<file path="config.mk">
export PLATFORM = sky130hd
export DESIGN_NAME = bqf_cfg_regs
export DESIGN_NICKNAME = d
export VERILOG_FILES = /design/src/design/bqf_pkg.sv /design/src/design/bqf_cfg_regs.sv
export SDC_FILE = /design/constraint.sdc
export NUM_CORES = 1
export LEC_CHECK = 0
export ABC_AREA = 1
export BUFFER_PORTS_ARGS = -buffer_cell sky130_fd_sc_hd__buf_2
export CAP_MARGIN = 10
export CORE_AREA = 2 2 147 149
export CTS_BUF_LIST = sky130_fd_sc_hd__clkbuf_8
export CTS_CLUSTER_DIAMETER = 60
export CTS_CLUSTER_SIZE = 16
export DETAILED_ROUTE_END_ITERATION = 10
export DIE_AREA = 0 0 149 151
export HOLD_SLACK_MARGIN = 0.03
export SLEW_MARGIN = 20
export SYNTH_ARGS = -nofsm -noshare
export SYNTH_HDL_FRONTEND = slang
export SYNTH_SLANG_ARGS = --single-unit
</file>
<file path="constraint.sdc">
create_clock -name clk -period 1.8 [get_ports clk]
set_input_delay 0.45 -clock clk [delete_from_list [all_inputs] [get_ports clk]]
set_output_delay 0.45 -clock clk [all_outputs]
set_load 0.1 [all_outputs]
</file>
<file path="src/design/bqf_pkg.sv">
// ----------------------------------------------------------------------------
// bqf_pkg: shared types and constants of the biquad IIR filter
// Field widths, configuration register indexes, reset values and the
// configuration bundle that goes from the register bank to the datapath.
// ----------------------------------------------------------------------------
`default_nettype none

package bqf_pkg;

  localparam int COEF_W    = 32;   // Q2.29 coefficient word
  localparam int DATA_W    = 16;   // sample field and result field
  localparam int LIMIT_W   = 15;
  localparam int CFG_IDX_W = 3;
  localparam int CFG_W     = 32;   // widest register

  localparam int SAMPLE_WIDTH_DEF   = 16;
  localparam int COEF_FRAC_BITS_DEF = 29;

  typedef enum logic [CFG_IDX_W-1:0] {
    REG_COEF_B0   = 3'd0,
    REG_COEF_B1   = 3'd1,
    REG_COEF_B2   = 3'd2,
    REG_COEF_A1   = 3'd3,
    REG_COEF_A2   = 3'd4,
    REG_OVF_LIMIT = 3'd5,
    REG_OVF_SUBST = 3'd6,
    REG_UNSIGNED  = 3'd7
  } bqf_reg_e;

  localparam logic [COEF_W-1:0]  RST_COEF_B0   = 32'sd1944376;
  localparam logic [COEF_W-1:0]  RST_COEF_B1   = 32'sd3888751;
  localparam logic [COEF_W-1:0]  RST_COEF_B2   = 32'sd1944376;
  localparam logic [COEF_W-1:0]  RST_COEF_A1   = -32'sd978551887;
  localparam logic [COEF_W-1:0]  RST_COEF_A2   = 32'sd449458477;
  localparam logic [LIMIT_W-1:0] RST_OVF_LIMIT = 15'd32767;
  localparam logic [DATA_W-1:0]  RST_OVF_SUBST = 16'd450;
  localparam logic               RST_UNSIGNED  = 1'b1;

  typedef struct packed {
    logic [COEF_W-1:0]  coef_b0;
    logic [COEF_W-1:0]  coef_b1;
    logic [COEF_W-1:0]  coef_b2;
    logic [COEF_W-1:0]  coef_a1;
    logic [COEF_W-1:0]  coef_a2;
    logic [LIMIT_W-1:0] overflow_limit;
    logic [DATA_W-1:0]  overflow_substitute;
    logic               unsigned_mode;
  } bqf_cfg_t;

endpackage

`default_nettype wire

</file>
<file path="src/design/bqf_cfg_regs.sv">
// ----------------------------------------------------------------------------
// bqf_cfg_regs: configuration register bank
// Write-only registers for coefficients, overflow handling and output mode.
// Writes to an unknown index are dropped.
// ----------------------------------------------------------------------------
`default_nettype none

module bqf_cfg_regs (
  input  wire logic                          clk,
  input  wire logic                          rst,
  input  wire logic                          cfg_we,
  input  wire logic [bqf_pkg::CFG_IDX_W-1:0] cfg_index,
  input  wire logic [bqf_pkg::CFG_W-1:0]     cfg_data,
  output bqf_pkg::bqf_cfg_t                  cfg
);

  always_ff @(posedge clk) begin
    if (rst) begin
      cfg.coef_b0             <= bqf_pkg::RST_COEF_B0;
      cfg.coef_b1             <= bqf_pkg::RST_COEF_B1;
      cfg.coef_b2             <= bqf_pkg::RST_COEF_B2;
      cfg.coef_a1             <= bqf_pkg::RST_COEF_A1;
      cfg.coef_a2             <= bqf_pkg::RST_COEF_A2;
      cfg.overflow_limit      <= bqf_pkg::RST_OVF_LIMIT;
      cfg.overflow_substitute <= bqf_pkg::RST_OVF_SUBST;
      cfg.unsigned_mode       <= bqf_pkg::RST_UNSIGNED;
    end else if (cfg_we) begin
      unique case (cfg_index)
        bqf_pkg::REG_COEF_B0:   cfg.coef_b0 <= cfg_data[bqf_pkg::COEF_W-1:0];
        bqf_pkg::REG_COEF_B1:   cfg.coef_b1 <= cfg_data[bqf_pkg::COEF_W-1:0];
        bqf_pkg::REG_COEF_B2:   cfg.coef_b2 <= cfg_data[bqf_pkg::COEF_W-1:0];
        bqf_pkg::REG_COEF_A1:   cfg.coef_a1 <= cfg_data[bqf_pkg::COEF_W-1:0];
        bqf_pkg::REG_COEF_A2:   cfg.coef_a2 <= cfg_data[bqf_pkg::COEF_W-1:0];
        bqf_pkg::REG_OVF_LIMIT: cfg.overflow_limit <= cfg_data[bqf_pkg::LIMIT_W-1:0];
        bqf_pkg::REG_OVF_SUBST: cfg.overflow_substitute <= cfg_data[bqf_pkg::DATA_W-1:0];
        bqf_pkg::REG_UNSIGNED:  cfg.unsigned_mode <= cfg_data[0];
        default: ;
      endcase
    end
  end

endmodule

`default_nettype wire

</file>
Word level (Yosys, flattened, before mapping)
Index checks and enable logic that the tools add are counted.
{"block": "word_totals", "ramBits": 0, "word_cells": 24, "reg_bits": 192, "memories": 0, "romBits": 0, "output_inout_bits": 192, "inputBits": 38, "latchBits": 0}
{"block": "classes", "addsub": 0, "muxes": 0, "magnitude_cmp": 0, "shifts": 0, "bitwise": 0, "reduce_logical": 9, "n_eq_ne": 7, "div_mod_pow": 0, "multipliers": 0}
{"operator": "$reduce_and A2 Y1", "count": 8}
{"operator": "$eq A3 B3 Y1 const B", "count": 4}
{"operator": "$eq A3 B2 Y1 const B", "count": 2}
{"operator": "$eq A3 B1 Y1 const B", "count": 1}
{"operator": "$logic_not A3 Y1", "count": 1}

Longest topological paths before layout
{"block": "depth", "depth_word": 2, "depth_mapped": 7}

Least setup slack after synthesis
No wires, ideal clock.
{"block": "synth_path", "path_type": "reg-to-output", "from": "reg cfg[102] (netlist bit)", "to": "out cfg[102] (netlist bit)", "arrival_time_ps": 925, "stages_incl_launch_ff": 1, "slack_ps": 425, "path_buffers": 0, "required_ps": 1350, "path_cell_list": "dfxtp_1"}
{"item": "start, declared", "line": "bqf_cfg_regs.sv:14", "source": "output bqf_pkg::bqf_cfg_t cfg"}
No word-level cell between the ends.

Worst setup path after layout
{"block": "layout_path", "from": "reg cfg[108] (netlist bit)", "to": "out cfg[108] (netlist bit)"}
No word-level cell between the ends.

==> metrics.csv <==
metric,value,unit
Vias/cell,4.669,
max-slew violation count,0,
fin crit share,0.9666,
n_diodes,0,
post-detail-place hpwl,17.14,mm
synthesized area,7159,sq um
Reg2Reg Launch Point,cfg[189],
row cnt,53,
Min Hold Slack,0.2099,ns
initial antenna violation count,0,
Clock Path Buffers,2,
Chip Height,151,um
"Largest delay share family, worst path",buffers and inverters,
Worst Setup Start Kind,flop,
Pwr Density,1025,nW/um^2
status,"finished, final reports clean",
average size of a mapped cell,7.195,sq um
Leakage,4.490,nW
Final Hold Viols,0,
largest net degree at the start of global routing,55,
peak supply drop,0.5141,mV
WHS Endpoint,cfg[60],
Worst path slowest cell,buf_2,
cell area after layout,9114,sq um
"Worst Path Class, Setup",reg -> out,
"Req. time, crit path",1.35,ns
most flop-heavy register,cfg,
Worst R2R Setup Slack,1.19,ns
1st-pass router iterations,5,
TritonCTS clock tree,done,
max FFs per register,192,
FF-to-FF path depth,2,
vias in the first global route,6509,
Syn Inst Count,995,
I/O pins,230,
unique cell type count in the Yosys netlist,13,
post-synthesis sequential area ratio,0.5369,
WHS Path Cells,3,
H-tree depth,4,
max cap viols,0,
Final min period,1.740,ns
CP startpoint,cfg[108],
most frequent cells in the layout,"293 x nand2_1, 225 x buf_2, 203 x nor2_1",
Worst Path Max Fanout,2,
area grow syn2layout,27.30,%
CP Buf/Inv Count,1,
Die ar.,22500,sq um
Remaining DRCs,0,
final setup fails,0,
"commonest non-fill, non-tap cell in the layout",nand2_1,
first-pass GRT wire length,36.85,mm
GRT Overall Usage,0.2151,
Setup crit end kind,primary output,
Num CTS Buffers,17,
Final GP Congestion,0.8193,
Top Registers,cfg x192,
Critical Path Max Stage Delay,0.45,ns
unrepaired setup endpoints after global routing,false,
Max Freq,0.5748,GHz
critical-path cell list,buf_2,
placed instance area,8711,sq um
worst r2r dst,cfg[189],
worst skew pair latency,0.46,ns
"flops & latches, synth",192,
# fillers,2265,
setup TNS,0,ns
clk slew on worst S/H paths,0.09,ns
worst min-delay path class,in -> reg,
Synth top area share,0.5369,
Nets,1242,
share of cells above drive strength 1,0.2461,
total nets after synthesis,1033,
DRT iter0 DRCs,337,
CTS sink count,192,
slew of the pin with the lowest slew margin,0.5277,ns
Die X,149,um
Avg WL per Cell,16.16,um
Initial Utilization,0.3438,
final wirelength,24.08,mm
cell type with the highest aggregate area in the netlist,dfxtp_1,
CP arrival,1.29,ns
core area,20820,sq um
warnings from Yosys,0,
routed vias,6957,
Area contributors post-synth,"dfxtp_1 54%, nand2_1 15%, nand3_1 13%",
clk_skew,0,ns
HP Start,cfg_data[28],
Final ANT Viol Nets,0,
Worst slew margin,0.6473,
GRT Residual Overflow,0,
Clock Root Buffer,clkbuf_8,
Buffers on Ports,229,
[where the power goes]
group,leakage (nW),total [W],switching [W],internal (W)
combinational,2.73,0.00197,0.00164,0.000327
sequential,1.56,0.00448,0.0000812,0.00440
clock,0.197,0.00289,0.00151,0.00138
total,4.49,0.00934,0.00323,0.00610
[worst max path at each step]
stage,end,slack (ns),cells past startpoint
6_report,cfg[108],0.06,1
3_5_place_dp,cfg[51],0.13,6
4_1_cts,cfg[167],0.01,1
2_1_floorplan,cfg[102],0.43,0
5_1_grt,cfg[108],0.008,1
3_3_place_gp,cfg[165],0.21,6
[per-layer routing]
layer | GRT usage | part of all wire
met4 | 0.05238 | 0.012
met1 | 0.2932 | 0.47
met2 | 0.3380 | 0.45
met5 | 0 | 0
met3 | 0.06054 | 0.072
[Yosys cell counts]
cell and n:
nor2_2 3, o21ai_0 1, inv_2 4, dfxtp_1 192, nor2_4 1, nand2_1 293, nand2_2 1, buf_2 33
buf_1 5, clkbuf_1 26, nor2_1 209, inv_1 34, nand3_1 193
[cell type report]
type | instances | area (sq um) | area share
Clock buffer | 18 | 247.7 | 0.02718
Inverter | 38 | 147.6 | 0.01620
Multi-Input combinational cell | 701 | 2917 | 0.3200
Tap cell | 275 | 344.1 | 0.03775
Clock inverter | 12 | 145.1 | 0.01593
Sequential cell | 192 | 3844 | 0.4217
Timing Repair Buffer | 254 | 1469 | 0.1612
[metrics by stage]
step	total power, W	std cells	util	setup slack, ns
2_1_floorplan	0.006095	995	-	0.4251
3_3_place_gp	0.006545	1460	0.4183	0.2052
3_5_place_dp	0.006552	1460	0.4183	0.1343
4_1_cts	0.009428	1490	0.4373	0.01046
5_1_grt	0.009710	1490	0.4377	0.007804
6_report	0.009338	1490	0.4377	0.06016
[timing repair]
action | CTS | global route
hold buffers | 0 | 0
gates cloned | 0 | 0
gates resized for setup | 1 | 3
setup endpoints to repair | 1 | 3
endpoints found under the hold margin | 0 | 0
setup buffers | 0 | 0
[logic make-up after synthesis]
group,synth area share
flops,0.5369
simple gates,0.4032
compound gates,0.0006984
buf+inv,0.05924
Power figures use the tool's default switching activity.
